$ cat src/hdl/gcm_pkg.sv
// Package for the greedy change maker: field widths, configuration register
// indexes and the sequencer state type. No dependencies.
package gcm_pkg;

  localparam int unsigned DenomW  = 16;  // denomination and config data width
  localparam int unsigned AmountW = 20;  // amount, coin count and remainder width
  localparam int unsigned CntW    = 3;   // denominations-in-use count width
  localparam int unsigned CfgIdxW = 3;   // configuration register index width
  localparam int unsigned DivCntW = 5;   // divider step counter width

  // Configuration register indexes
  localparam logic [CfgIdxW-1:0] CfgIdxCount  = 3'd0;
  localparam logic [CfgIdxW-1:0] CfgIdxDenomA = 3'd1;

  // Final step of the bit-serial divider, one quotient bit per step
  localparam logic [DivCntW-1:0] DivLastStep = DivCntW'(AmountW - 1);

  typedef enum logic [1:0] {
    ST_IDLE,
    ST_SCAN,
    ST_DIV,
    ST_OUT
  } gcm_state_e;

endpackage

$ cat src/hdl/greedy_change_maker.sv
// Greedy change maker, top level: config registers, denomination selection,
// shared bit-serial divider and result register. Depends on gcm_pkg.

// The block takes an amount to pay and breaks it into coins greedily over up
// to MAX_DENOMS configured denominations, largest first. Each denomination
// takes the whole quotient of what is still owed and the remainder carries
// on. One result transaction comes out per denomination in use, in
// descending order, carrying the denomination, its coin count, the running
// coin total and the amount still owed; the final one has last_of_run_o set.
// A zero denomination reports zero coins and leaves the amount untouched.
// With no denominations in use, one empty result comes out, marked last,
// with still_owed_o equal to the amount. A count register above MAX_DENOMS
// saturates to MAX_DENOMS, and writes to indexes past the last denomination
// are dropped. Timing: the block takes one amount at a time and stalls its
// input until the last result is taken. For each denomination the block
// first finds the largest one not yet used (one compare per cycle over the k
// denominations in use), then runs the shared restoring divider (one
// quotient bit per cycle), then loads the result register and holds it
// until the result is taken. Configure only while idle.
module greedy_change_maker #(
  parameter int unsigned MAX_DENOMS = 6
) (
  input  logic                          clk_i,
  input  logic                          rst_ni,
  // configuration write port
  input  logic                          cfg_we_i,
  input  logic [gcm_pkg::CfgIdxW-1:0]   cfg_index_i,
  input  logic [gcm_pkg::DenomW-1:0]    cfg_data_i,
  // amount channel
  input  logic                          in_valid_i,
  output logic                          in_stall_o,
  input  logic [gcm_pkg::AmountW-1:0]   pay_amount_i,
  // result channel
  output logic                          out_valid_o,
  input  logic                          out_stall_i,
  output logic [gcm_pkg::DenomW-1:0]    denomination_o,
  output logic [gcm_pkg::AmountW-1:0]   coins_of_denom_o,
  output logic [gcm_pkg::AmountW-1:0]   coins_so_far_o,
  output logic [gcm_pkg::AmountW-1:0]   still_owed_o,
  output logic                          last_of_run_o
);
  import gcm_pkg::*;

  localparam int unsigned IdxW = (MAX_DENOMS > 1) ? $clog2(MAX_DENOMS) : 1;
  localparam logic [CntW-1:0] MaxCnt = CntW'(MAX_DENOMS);

  gcm_state_e state_q, state_d;

  // Configuration registers
  logic [CntW-1:0]    denoms_in_use_q;
  logic [DenomW-1:0]  denom_q [MAX_DENOMS];

  // Sequencer control
  logic [CntW-1:0]       k_q;          // denominations in use for this amount
  logic [CntW-1:0]       round_q;      // result being worked on
  logic [IdxW-1:0]       scan_q;       // denomination under compare
  logic [MAX_DENOMS-1:0] taken_q;      // denominations already reported
  logic                  found_q;      // best_q holds a candidate
  logic [DivCntW-1:0]    div_cnt_q;

  // Datapath
  logic [DenomW-1:0]  best_q;
  logic [IdxW-1:0]    best_idx_q;
  logic [DenomW-1:0]  divisor_q;
  logic [DenomW-1:0]  pr_q;            // partial remainder
  logic [AmountW-1:0] qr_q;            // dividend shifting out, quotient in
  logic [AmountW-1:0] remaining_q;
  logic [AmountW-1:0] total_q;

  // Result register
  logic [DenomW-1:0]  denom_out_q;
  logic [AmountW-1:0] coins_out_q;
  logic [AmountW-1:0] so_far_out_q;
  logic [AmountW-1:0] owed_out_q;
  logic               last_out_q;

  // Combinational helpers
  logic [CntW-1:0]    k_sat;
  logic [DenomW-1:0]  cand;
  logic               pick;
  logic [DenomW-1:0]  best_nx;
  logic [IdxW-1:0]    idx_nx;
  logic               scan_done;
  logic [DenomW:0]    trial;
  logic [DenomW:0]    diff;
  logic               ge;
  logic [DenomW-1:0]  pr_nx;
  logic [AmountW-1:0] qr_nx;
  logic [AmountW-1:0] count_nx;
  logic [AmountW-1:0] owed_nx;
  logic [AmountW-1:0] total_nx;
  logic               last_round;
  logic               div_done;
  logic               accept;

  // Saturate the count register at the number of denomination slots
  assign k_sat = (denoms_in_use_q > MaxCnt) ? MaxCnt : denoms_in_use_q;

  // Selection: keep the largest denomination not yet reported
  assign cand      = denom_q[scan_q];
  assign pick      = !taken_q[scan_q] && (!found_q || (cand > best_q));
  assign best_nx   = pick ? cand : best_q;
  assign idx_nx    = pick ? scan_q : best_idx_q;
  assign scan_done = (CntW'(scan_q) + CntW'(1)) == k_q;

  // Restoring divider step: one quotient bit per cycle
  assign trial = {pr_q, qr_q[AmountW-1]};
  assign diff  = trial - {1'b0, divisor_q};
  assign ge    = trial >= {1'b0, divisor_q};
  assign pr_nx = ge ? diff[DenomW-1:0] : trial[DenomW-1:0];
  assign qr_nx = {qr_q[AmountW-2:0], ge};

  // A zero denomination takes no coins and passes the amount through
  assign count_nx   = (divisor_q == '0) ? '0 : qr_nx;
  assign owed_nx    = (divisor_q == '0) ? remaining_q
                                        : {{(AmountW-DenomW){1'b0}}, pr_nx};
  assign total_nx   = total_q + count_nx;
  assign last_round = (round_q + CntW'(1)) == k_q;
  assign div_done   = div_cnt_q == DivLastStep;
  assign accept     = in_valid_i && !in_stall_o;

  // Next state and handshake outputs
  always_comb begin
    state_d     = state_q;
    in_stall_o  = 1'b1;
    out_valid_o = 1'b0;
    case (state_q)
      ST_IDLE: begin
        in_stall_o = 1'b0;
        if (in_valid_i) begin
          state_d = (k_sat == '0) ? ST_OUT : ST_SCAN;
        end
      end
      ST_SCAN: begin
        if (scan_done) begin
          state_d = ST_DIV;
        end
      end
      ST_DIV: begin
        if (div_done) begin
          state_d = ST_OUT;
        end
      end
      ST_OUT: begin
        out_valid_o = 1'b1;
        if (!out_stall_i) begin
          state_d = last_out_q ? ST_IDLE : ST_SCAN;
        end
      end
      default: begin
        state_d = ST_IDLE;
      end
    endcase
  end

  always_ff @(posedge clk_i or negedge rst_ni) begin
    if (!rst_ni) begin
      state_q <= ST_IDLE;
    end else begin
      state_q <= state_d;
    end
  end

  // Configuration registers and sequencer counters
  always_ff @(posedge clk_i or negedge rst_ni) begin
    if (!rst_ni) begin
      denoms_in_use_q <= '0;
      for (int i = 0; i < MAX_DENOMS; i++) begin
        denom_q[i] <= '0;
      end
      k_q       <= '0;
      round_q   <= '0;
      scan_q    <= '0;
      taken_q   <= '0;
      found_q   <= 1'b0;
      div_cnt_q <= '0;
    end else begin
      if (cfg_we_i) begin
        if (cfg_index_i == CfgIdxCount) begin
          denoms_in_use_q <= cfg_data_i[CntW-1:0];
        end else if (32'(cfg_index_i) <= MAX_DENOMS) begin
          denom_q[IdxW'(cfg_index_i - CfgIdxDenomA)] <= cfg_data_i;
        end
      end
      case (state_q)
        ST_IDLE: begin
          if (accept) begin
            k_q     <= k_sat;
            round_q <= '0;
            scan_q  <= '0;
            taken_q <= '0;
            found_q <= 1'b0;
          end
        end
        ST_SCAN: begin
          if (scan_done) begin
            taken_q[idx_nx] <= 1'b1;
            found_q         <= 1'b0;
            scan_q          <= '0;
            div_cnt_q       <= '0;
          end else begin
            found_q <= found_q | pick;
            scan_q  <= scan_q + IdxW'(1);
          end
        end
        ST_DIV: begin
          div_cnt_q <= div_cnt_q + DivCntW'(1);
        end
        ST_OUT: begin
          if (!out_stall_i) begin
            round_q <= round_q + CntW'(1);
          end
        end
        default: begin
        end
      endcase
    end
  end

  // Datapath and result register
  always_ff @(posedge clk_i) begin
    case (state_q)
      ST_IDLE: begin
        if (accept) begin
          remaining_q  <= pay_amount_i;
          total_q      <= '0;
          // Empty result, used as is when no denomination is in use
          denom_out_q  <= '0;
          coins_out_q  <= '0;
          so_far_out_q <= '0;
          owed_out_q   <= pay_amount_i;
          last_out_q   <= 1'b1;
        end
      end
      ST_SCAN: begin
        best_q     <= best_nx;
        best_idx_q <= idx_nx;
        if (scan_done) begin
          divisor_q <= best_nx;
          pr_q      <= '0;
          qr_q      <= remaining_q;
        end
      end
      ST_DIV: begin
        pr_q <= pr_nx;
        qr_q <= qr_nx;
        if (div_done) begin
          remaining_q  <= owed_nx;
          total_q      <= total_nx;
          denom_out_q  <= divisor_q;
          coins_out_q  <= count_nx;
          so_far_out_q <= total_nx;
          owed_out_q   <= owed_nx;
          last_out_q   <= last_round;
        end
      end
      default: begin
      end
    endcase
  end

  assign denomination_o   = denom_out_q;
  assign coins_of_denom_o = coins_out_q;
  assign coins_so_far_o   = so_far_out_q;
  assign still_owed_o     = owed_out_q;
  assign last_of_run_o    = last_out_q;

  // An accepted amount goes to selection, or straight to a result if empty
  a_accept_next: assert property (@(posedge clk_i) disable iff (!rst_ni)
    accept |=> (state_q == ST_SCAN) || (state_q == ST_OUT))
    else $error("accepted amount did not start a run");

  // Selection never runs past the denominations in use
  a_round_bound: assert property (@(posedge clk_i) disable iff (!rst_ni)
    (state_q == ST_SCAN) |-> (round_q < k_q))
    else $error("selection round beyond denominations in use");

  // The divider runs its full number of steps
  a_div_steps: assert property (@(posedge clk_i) disable iff (!rst_ni)
    (state_q == ST_DIV) && !div_done |=> (state_q == ST_DIV))
    else $error("divider left early");

  // The running total includes this denomination's coins
  a_total: assert property (@(posedge clk_i) disable iff (!rst_ni)
    out_valid_o |-> (coins_of_denom_o <= coins_so_far_o))
    else $error("running coin total below this count");

  // Taking the last result returns the block to idle
  a_last_idle: assert property (@(posedge clk_i) disable iff (!rst_ni)
    out_valid_o && !out_stall_i && last_of_run_o |=> (state_q == ST_IDLE))
    else $error("run did not end after last result");

endmodule
$ cat config.mk
export PLATFORM = sky130hd
export DESIGN_NAME = greedy_change_maker
export DESIGN_NICKNAME = d
export VERILOG_FILES = /design/src/hdl/gcm_pkg.sv /design/src/hdl/greedy_change_maker.sv
export SDC_FILE = /design/constraint.sdc
export NUM_CORES = 1
export LEC_CHECK = 0
export BUFFER_PORTS_ARGS = -buffer_cell sky130_fd_sc_hd__buf_2
export CORE_ASPECT_RATIO = 1.25
export CORE_MARGIN = 2
export CORE_UTILIZATION = 60
export DETAILED_ROUTE_END_ITERATION = 10
export PLACE_DENSITY = 0.89
export SLEW_MARGIN = 20
export SYNTH_ARGS = -nofsm -noshare
export SYNTH_HDL_FRONTEND = slang
export SYNTH_SLANG_ARGS = --single-unit
$ cat constraint.sdc
create_clock -name clk_i -period 9.87 [get_ports clk_i]
set_clock_uncertainty 0.1 [all_clocks]
set_input_delay 0 -clock clk_i [delete_from_list [all_inputs] [get_ports clk_i]]
set_output_delay 0 -clock clk_i [all_outputs]
set_load 0.01 [all_outputs]
# [Yosys cells after proc, flatten, opt, wreduce, memory -nomap -nowiden]
# Index checks and enable logic that the tools add are counted.
[totals] register_bits=270 in_bits=44 output_inout_bits=79 elab_cells=139
[classes] add_sub_neg=6 order_cmp=10 n_eq_ne=12 mux=56 bitwise_logic=5 reduce_logical=26
[ops] operator="$mux W20" count=8
[ops] operator="$pmux W20 S2" count=4
[ops] operator="$mux W16" count=8
[ops] operator="$bwmux W96" count=1
[ops] operator="$pmux W16 S2" count=2
[ops] operator="$bmux W16 S3" count=1
[ops] operator="$demux W16 S3" count=1
[ops] operator="$add A20 B20 Y20" count=1
[ops] operator="$ge A17 B16 Y1" count=1
[ops] operator="$gt A16 B16 Y1" count=1
[ops] operator="$logic_not A16 Y1" count=1
[ops] operator="$sub A16 B16 Y16" count=1
[ops] operator="$mux W3" count=5
[ops] operator="$mux W6" count=2
[ops] operator="$pmux W3 S2" count=2
[ops] operator="$pmux W6 S2" count=1
[ops] operator="$reduce_and A3 Y1" count=4
[ops] operator="$mux W2" count=5
[ops] operator="$ne A2 B2 Y1 const B" count=5
[ops] operator="$pmux W5 S2" count=1
[ops] operator="$reduce_and A2 Y1" count=5
[ops] operator="$mux W1" count=9
[ops] operator="$ge A4 B4 Y1 const B" count=2
[ops] operator="$lt A3 B4 Y1 const B" count=2
[ops] operator="28 further kinds" count=42

# [Logic depth before layout (Yosys ltp)]
# Gate-level depths: netlist (run 1).
[logic_depth] word_depth=15 mapped_depth=19 depth_no_buf=17

# [Least setup slack after synthesis (run 1)]
# Ideal clock, no wire load.
[synth_timing] kind="register to register" startpoint="register state_q[0]" endpoint="register owed_out_q[0], in the netlist still_owed_o[0], enable pin" setup_ps=380 arrival_time_ps=6433 slack_ps=2957 stages_incl_launch_ff=9 path_buffers=1 synth_period_minus_slack_ps=6913 path_cell_list="dfrtp_1 > inv_1 > ha_1 > clkbuf_1 > clkinv_1 > nor2_1 > a21oi_1 > a21boi_0 > o31a_1"
[synth_via] elab_chain_len=4
[synth_rtl] element="start: declaration" line="greedy_change_maker.sv:47" rtl="gcm_state_e state_q, state_d;"
[synth_rtl] element="start signal: assignment" line="greedy_change_maker.sv:160" rtl="state_q <= state_d;"
[synth_rtl] element="$logic_not A2 Y1" line="greedy_change_maker.sv:127, greedy_change_maker.sv:222"
[synth_rtl] element="$logic_and A1 B1 Y1" line="greedy_change_maker.sv:120" rtl="assign accept = in_valid_i && !in_stall_o;"
[synth_rtl] element="$ne A2 B2 Y1 (no line)"
[synth_rtl] element="$reduce_and A4 Y1 (no line) *"
[synth_rtl] element="end signal: assignment" line="greedy_change_maker.sv:231" rtl="owed_out_q <= pay_amount_i;"
[synth_rtl] element="end signal: assignment" line="greedy_change_maker.sv:253" rtl="owed_out_q <= owed_nx;"
[synth_rtl] element="end: declaration" line="greedy_change_maker.sv:74" rtl="logic [AmountW-1:0] owed_out_q;"
# Mark *: on every way between the ends. The rest lies on a longest branch, timed or not.
# A chain may end at the register's enable or synchronous reset.

# [Worst setup path after layout (run 1)]
[layout_timing] startpoint="register divisor_q[1]" endpoint="register so_far_out_q[12], in the netlist coins_so_far_o[12] (data pin)"
[layout_via] elab_chain_len=5
[layout_rtl] element="start: declaration" line="greedy_change_maker.sv:64" rtl="logic [DenomW-1:0] divisor_q;"
[layout_rtl] element="start signal: assignment" line="greedy_change_maker.sv:239" rtl="divisor_q <= best_nx;"
[layout_rtl] element="$ge A17 B16 Y1 / $logic_not A16 Y1 (equally long branches)" line="greedy_change_maker.sv:109, greedy_change_maker.sv:114"
[layout_rtl] element="$mux W20 *" line="greedy_change_maker.sv:114" rtl="assign count_nx = (divisor_q == '0) ? '0 : qr_nx;"
[layout_rtl] element="net count_nx[0]" line="greedy_change_maker.sv:89" rtl="logic [AmountW-1:0] count_nx;"
[layout_rtl] element="$add A20 B20 Y20 *" line="greedy_change_maker.sv:117" rtl="assign total_nx = total_q + count_nx;"
[layout_rtl] element="$mux W20 *" line="greedy_change_maker.sv:247" rtl="if (div_done) begin"
[layout_rtl] element="$pmux W20 S2 *" line="greedy_change_maker.sv:222" rtl="case (state_q)"
[layout_rtl] element="end signal: assignment" line="greedy_change_maker.sv:252" rtl="so_far_out_q <= total_nx;"
[layout_rtl] element="end: declaration" line="greedy_change_maker.sv:73" rtl="logic [AmountW-1:0] so_far_out_q;"
# The timed path passes the listed nets; every way through them passes the cells marked *. The select of a mux whose other input is x is not followed.

==> results of run 1 <==
==> through the flow <==
step / hold slack, ns / setup slack [ns] / utilization (%) / std cells / power (mW)
3_3_place_gp: -0.0588 / 4.92 / 64.8 / 1514 / 5.03
2_1_floorplan: -0.396 / 2.96 / - / 1143 / 4.37
3_5_place_dp: -0.0528 / 4.81 / 64.8 / 1514 / 5.18
5_1_grt: 0.123 / 4.40 / 70.3 / 1606 / 6.59
6_report: 0.0786 / 4.78 / 70.3 / 1606 / 6.20
4_1_cts: 0.0705 / 4.79 / 70.3 / 1606 / 6.19
==> final cells by class <==
| class | count | area [um^2] |
|---|---|---|
| sequential | 270 | 7500 |
| fill | 1571 | 6840 |
| clock inverter | 4 | 36.3 |
| tap | 288 | 360 |
| clock buffer | 43 | 778 |
| timing repair buffer | 178 | 1160 |
| inverter | 51 | 191 |
| multi-input combinational | 772 | 6170 |
==> how the worst max path moves through the flow <==
stage / end / slack [ns] / depth (start not counted)
finish: coins_so_far_o[12] / 4.78 / 17
detailed placement: coins_so_far_o[12] / 4.81 / 17
global placement: coins_so_far_o[12] / 4.92 / 17
floorplan: still_owed_o[0] / 2.96 / 8
CTS: coins_so_far_o[12] / 4.79 / 17
global route: coins_so_far_o[12] / 4.40 / 17
==> worst max-delay path, delay by kind of cell, from the launching register on <==
kind,cells,cell delay [ns]
compound gates,9,2.14
simple gates,3,1.05
fa+ha+maj,3,0.90
flops,1,0.44
buf+inv,1,0.11
mux,1,0.11
==> timing repair <==
action	4_1_cts	5_1_grt
hold buffers	45	0
resized for setup	0	0
endpoints found under the hold margin	179	0
==> cell families (layout without fill, tap and decap cells) <==
family                     Yosys count  after routing  share of synthesized area [%]
and+or+nand+nor                    299            299                           11.0
DFF                                270            270                           53.2
AOI/OAI and AO/OA                  203            203                           9.82
muxes                              176            176                           15.1
buffers and inverters              101            276                           3.09
adders and majority gates           63             63                           5.70
xor gates and xnor gates            31             31                           2.03
==> per-layer routing <==
layer | global-route usage, % | wire length (um) | vias to the layer above
met3 | 3.24 | 1610 | 85
met4 | 9.75 | 1090 | 0
met2 | 48.2 | 16800 | 321
met5 | 0 | 0 | -
met1 | 30.9 | 12300 | 4799
li1 | - | - | 4518
==> sequential cells by signal (all words and copies together), names as in the netlist, 2 cells and up <==
register          count
state_q               2
denomination_o       16
denom_q              96
still_owed_o         20
coins_so_far_o       20
best_q               16
pr_q                 16
divisor_q            16
div_cnt_q             5
qr_q                 20
best_idx_q            3
denoms_in_use_q       3
coins_of_denom_o     20
scan_q                3
round_q               3
taken_q               6
k_q                   3
==> synth_stat cells, types with 10 or more instances <==
library cell,count,area share (%)
a21o_1,17,0.91
a21oi_1,46,1.6
and2_1,28,1.2
and3_1,31,1.4
clkbuf_1,26,0.69
dfrtp_1,122,22
edfxtp_1,148,32
ha_1,61,5.4
inv_1,49,1.3
mux2_2,126,10
mux2i_1,33,2.3
mux4_2,17,2.7
nand2_1,71,1.9
nand2b_1,10,0.44
nand3_1,11,0.39
nor2_1,78,2.1
nor2b_1,15,0.67
nor3_1,14,0.50
o21a_1,13,0.69
o21ai_0,50,1.8
xnor2_1,16,1.0
xor2_1,14,0.87
==> power breakdown <==
part	leakage (nW)	switching, mW	total (mW)	internal [mW]
sequential	2.93	0.270	2.18	1.91
clock	0.399	0.415	0.953	0.538
combinational	3.60	1.81	3.06	1.25
total	6.93	2.50	6.20	3.70
==> flow_summary.ini, run 1 <==
[outcome]
outcome = finished, final reports clean

[critical_path]
reg2reg_depth = 17
required_ns = 10.06
cp-end-kind = flop
cp_max_fo = 17
startpoint_type = flop
crit_arrival_ns = 5.28
crit_top_cell = a21o_1
crit_start = divisor_q[1]
reg2reg_slack_ns = 4.78
rr_endpoint = coins_so_far_o[12]
cp_cell_sequence = inv_1, ha_1, nor2b_1, o31a_1, o31a_1, a211oi_2, nand2b_1, and2_1, ha_1, fa_1, a21o_1, a21oi_1, o21bai_1, a311o_1, a21o_1, a21o_1, mux2i_1
path_class = reg -> reg
crit-reg2reg-launch = divisor_q[1]
cp_slowest_stage_delay_ns = 0.52
critPathSlowestCell = nand2b_1

[yosys]
synth_seq_cells = 270
seq_area_frac_synth_pct = 53.2
syn_nets = 1250
synth_area_per_cell_um2 = 12.3
yosys_warnings = 0
netlist_area_um2 = 14100
synth_cells = 1143
synth_enable_flop_cells = 148
async_flop_share_pct = 45.2
ys_types = 77
ys.flop_type = edfxtp_1

[min_path]
holdCritPathClass = in -> reg
holdPathStages = 5
whs_endpoint = denom_q[49]
hold_start = cfg_index_i[1]

[global_route]
grt_pass1_vias = 10300
grt_pass1_wl_um = 51500
grtUsageTotal_pct = 26.0
grt_max_degree = 75
grt_antenna_before_repair = 0
overflow = 0

[floorplan]
rows = 62
die_y_um = 175
io_pins = 123
start_util_pct = 61.1
die_area_um2 = 24700
die_w_um = 141
core_um2 = 23000

[clock_tree]
clock_sinks = 270
htreeDepth = 1
cts.clk_slew.worst_paths_ns = 0.07
cts_inserted_buffers = 26
cts_tree = built
root_buffer = clkbuf_16
post_cts_buffers = 0
clockBufferDepth = 3
worstSkewPairLatency_ns = 0.54

[sta]
fin_crit_ns = 5.09
period_share_pct = 51.6
timing.fmax_ghz = 0.197
hold_viol = 0
setup_tns_ns = 0
setup_viol = 0
slew_viol_final = 0
worst_pin_slew_ns = 0.992
rsz0062_at_grt = no
max_slew_margin_pct = 33.8

[place]
dpl.hpwl_um = 21400
io_buffers = 122
place.gp.congestion = 0.890
place_area_um2 = 14900

[final_layout]
drive_gt1_share_pct = 26.5
final_common_cell = edfxtp_1
area_delta_synth_final_pct = 15.1
final_cell_mix = 148 x edfxtp_1, 126 x mux2_2, 121 x dfrtp_1, 121 x buf_2, 74 x nor2_1
stdcell_area_um2 = 16200
nets = 1406
antennaDiodeCount = 0

[routing]
drt-initial-drc-count = 704
drc = 0
drtAntennaViolNets = 0
dr.pass1.iters = 5
drt-vias-per-instance = 6.05
drt_wl_total_um = 31800
wire_per_inst_um = 19.8
vias = 9723

[power]
max-vdd-ir-drop_v = 0.000263
power_leakage_nw = 6.93
powerDensity_nw_per_um2 = 383

[job]
maxCapViolCount = 0
Power figures use the tool's default switching activity.
==> run 2: changes to the inputs <==
--- a/config.mk
+++ b/config.mk
@@ -8,9 +8,9 @@
 export BUFFER_PORTS_ARGS = -buffer_cell sky130_fd_sc_hd__buf_2
 export CORE_ASPECT_RATIO = 1.25
 export CORE_MARGIN = 2
-export CORE_UTILIZATION = 60
+export CORE_UTILIZATION = 54
 export DETAILED_ROUTE_END_ITERATION = 10
-export PLACE_DENSITY = 0.89
+export PLACE_DENSITY = 0.85
 export SLEW_MARGIN = 20
 export SYNTH_ARGS = -nofsm -noshare
 export SYNTH_HDL_FRONTEND = slang
==> constraint.sdc (replaced) <==
create_clock -name clk_i -period 4.2 [get_ports clk_i]
set_clock_uncertainty 0.1 [all_clocks]
set_input_delay 0 -clock clk_i [delete_from_list [all_inputs] [get_ports clk_i]]
set_output_delay 0 -clock clk_i [all_outputs]
set_load 0.01 [all_outputs]
==> flow_summary.ini, run 2 (synthesis gave the netlist of run 1 again) <==
[sta]
slew_viol_final = 0
worst_pin_slew_ns = 1.04
period_share_pct = 97.4
rsz0062_at_grt = yes
timing.fmax_ghz = 0.244
whs_ns = -0.0599
fin_crit_ns = 4.09
max_slew_margin_pct = 30.5
setup_viol = 0
hold_viol = 43

[floorplan]
die_area_um2 = 27400
start_util_pct = 54.5
die_w_um = 148
io_pins = 123
core_um2 = 25800
rows = 66
die_y_um = 185

[place]
dp_cells = 1587
dpl.hpwl_um = 21800
place.gp.congestion = 0.880
io_buffers = 122

[outcome]
outcome = complete, but fails checks
violations = hold timing

[final_layout]
largest_reg_flops = 96
area_delta_synth_final_pct = 18.2
multiInputGateArea_um2 = 6260
seq_area_um2 = 7500
regMostFlops = denom_q
drive_gt1_share_pct = 29.6
nets = 1435
antennaDiodeCount = 0
stdcell_count = 1689
final_cell_mix = 148 x edfxtp_1, 126 x mux2_2, 121 x dfrtp_1, 121 x buf_2, 74 x nor2_1
final_common_cell = edfxtp_1
fill_cells = 1873
fin_util_pct = 64.4

[clock_tree]
root_buffer = clkbuf_16
clock_sinks = 270
cts_inserted_buffers = 27
htreeDepth = 1
cts_tree = built
worstSkewPairLatency_ns = 0.54
clockBufferDepth = 3
cts.clk_slew.worst_paths_ns = 0.06

[routing]
met3_length_um = 1500
drtAntennaViolNets = 0
drt-initial-drc-count = 435
drc = 0
vias = 9761
drt_wl_total_um = 31400
wl_met2_um = 16900
drt-vias-per-instance = 5.78
highest_layer = met4
wire_per_inst_um = 18.6
dr.pass1.iters = 5
drt-met1-wl_um = 12500

[critical_path]
required_ns = 4.38
cp_cell_sequence = inv_2, ha_4, nor2b_4, o31a_1, o31a_1, a211oi_2, nand2b_1, and2_4, ha_4, fa_2, a21o_1, a21oi_2, o21bai_1, a311o_1, a21o_1, a21o_1, mux2i_1
critPathBufInv = 1
startpoint_type = flop
critPathSlowestCell = edfxtp_1
path_class = reg -> reg
cp_max_fo = 5
crit_top_cell = a21o_1
cp_slowest_stage_delay_ns = 0.41
path_delay_family = compound AO/OA/AOI/OAI gates
cp-end-kind = flop
crit_arrival_ns = 4.27

[power]
power_leakage_nw = 7.13
max-vdd-ir-drop_v = 0.000520
powerDensity_nw_per_um2 = 901

[global_route]
overflow = 0
grt_pass1_wl_um = 50300
grt_antenna_before_repair = 0
grt_max_degree = 83
grt_pass1_vias = 10100
grtUsageTotal_pct = 22.9

[min_path]
holdCritPathClass = in -> async

[job]
maxCapViolCount = 0
run 2: final timing paths:
path	from	slack [ns]	depth (start not counted)	end
max in group asynchronous	rst_ni	3.23	3	denom_q[85]
min in group clk_i	cfg_index_i[1]	0.06	5	denoms_in_use_q[0]
setup / recovery	divisor_q[1]	0.11	17	coins_so_far_o[12]
hold / removal	rst_ni	-0.06	2	denom_q[58]
setup reg to reg	divisor_q[1]	0.11	17	coins_so_far_o[12]
hold reg to reg	denom_q[37]	0.40	1	denom_q[37]
run 2: worst reg2reg max path, cell delays in order, from the launching register on:
cell and delay, ns:
edfxtp_1 0.41, inv_2 0.11, ha_4 0.20, nor2b_4 0.12, o31a_1 0.27, o31a_1 0.28, a211oi_2 0.22, nand2b_1 0.15
and2_4 0.19, ha_4 0.16, fa_2 0.37, a21o_1 0.20, a21oi_2 0.16, o21bai_1 0.10, a311o_1 0.36, a21o_1 0.19
a21o_1 0.16, mux2i_1 0.12
run 2: per-stage QoR:
step / TNS, ns / instance area [um^2] / power [mW] / setup WS [ns]
2_1_floorplan: -0.0984 / 14100 / 10.3 / -0.0646
5_1_grt: -0.126 / 16600 / 16.0 / -0.0601
3_3_place_gp: 0 / 15200 / 12.1 / 0.0450
3_5_place_dp: -0.132 / 15200 / 12.4 / -0.0621
6_report: 0 / 16600 / 15.0 / 0.107
4_1_cts: 0 / 16600 / 14.9 / 0.00622
run 2: power breakdown:
part | total, mW | internal, mW | switching, mW
Sequential | 5.20 | 4.50 | 0.699
Clock | 2.39 | 1.39 | 1.00
Combinational | 7.41 | 3.20 | 4.20
run 2: layer usage:
layer	vias up	global-route usage [%]
met2	272	43.5
met1	4841	27.2
met4	0	6.21
li1	4594	-
met3	54	2.77
met5	-	0
run 2: cell type report:
type	instances	area share (%)
Clock buffer	36	4.56
Clock inverter	14	0.759
Inverter	51	1.15
Multi-Input combinational cell	772	37.6
Sequential cell	270	45.0
Tap cell	340	2.56
Timing Repair Buffer	206	8.34
run 2: timing repair:
item                                    in CTS  in global routing
pin swaps                                    6                  3
gates resized for setup                      1                  6
gates cloned                                 0                  0
endpoints found under the setup margin       3                  6
buffers inserted                             5                  6
hold buffers                                41                  0
endpoints found under the hold margin      209                  0
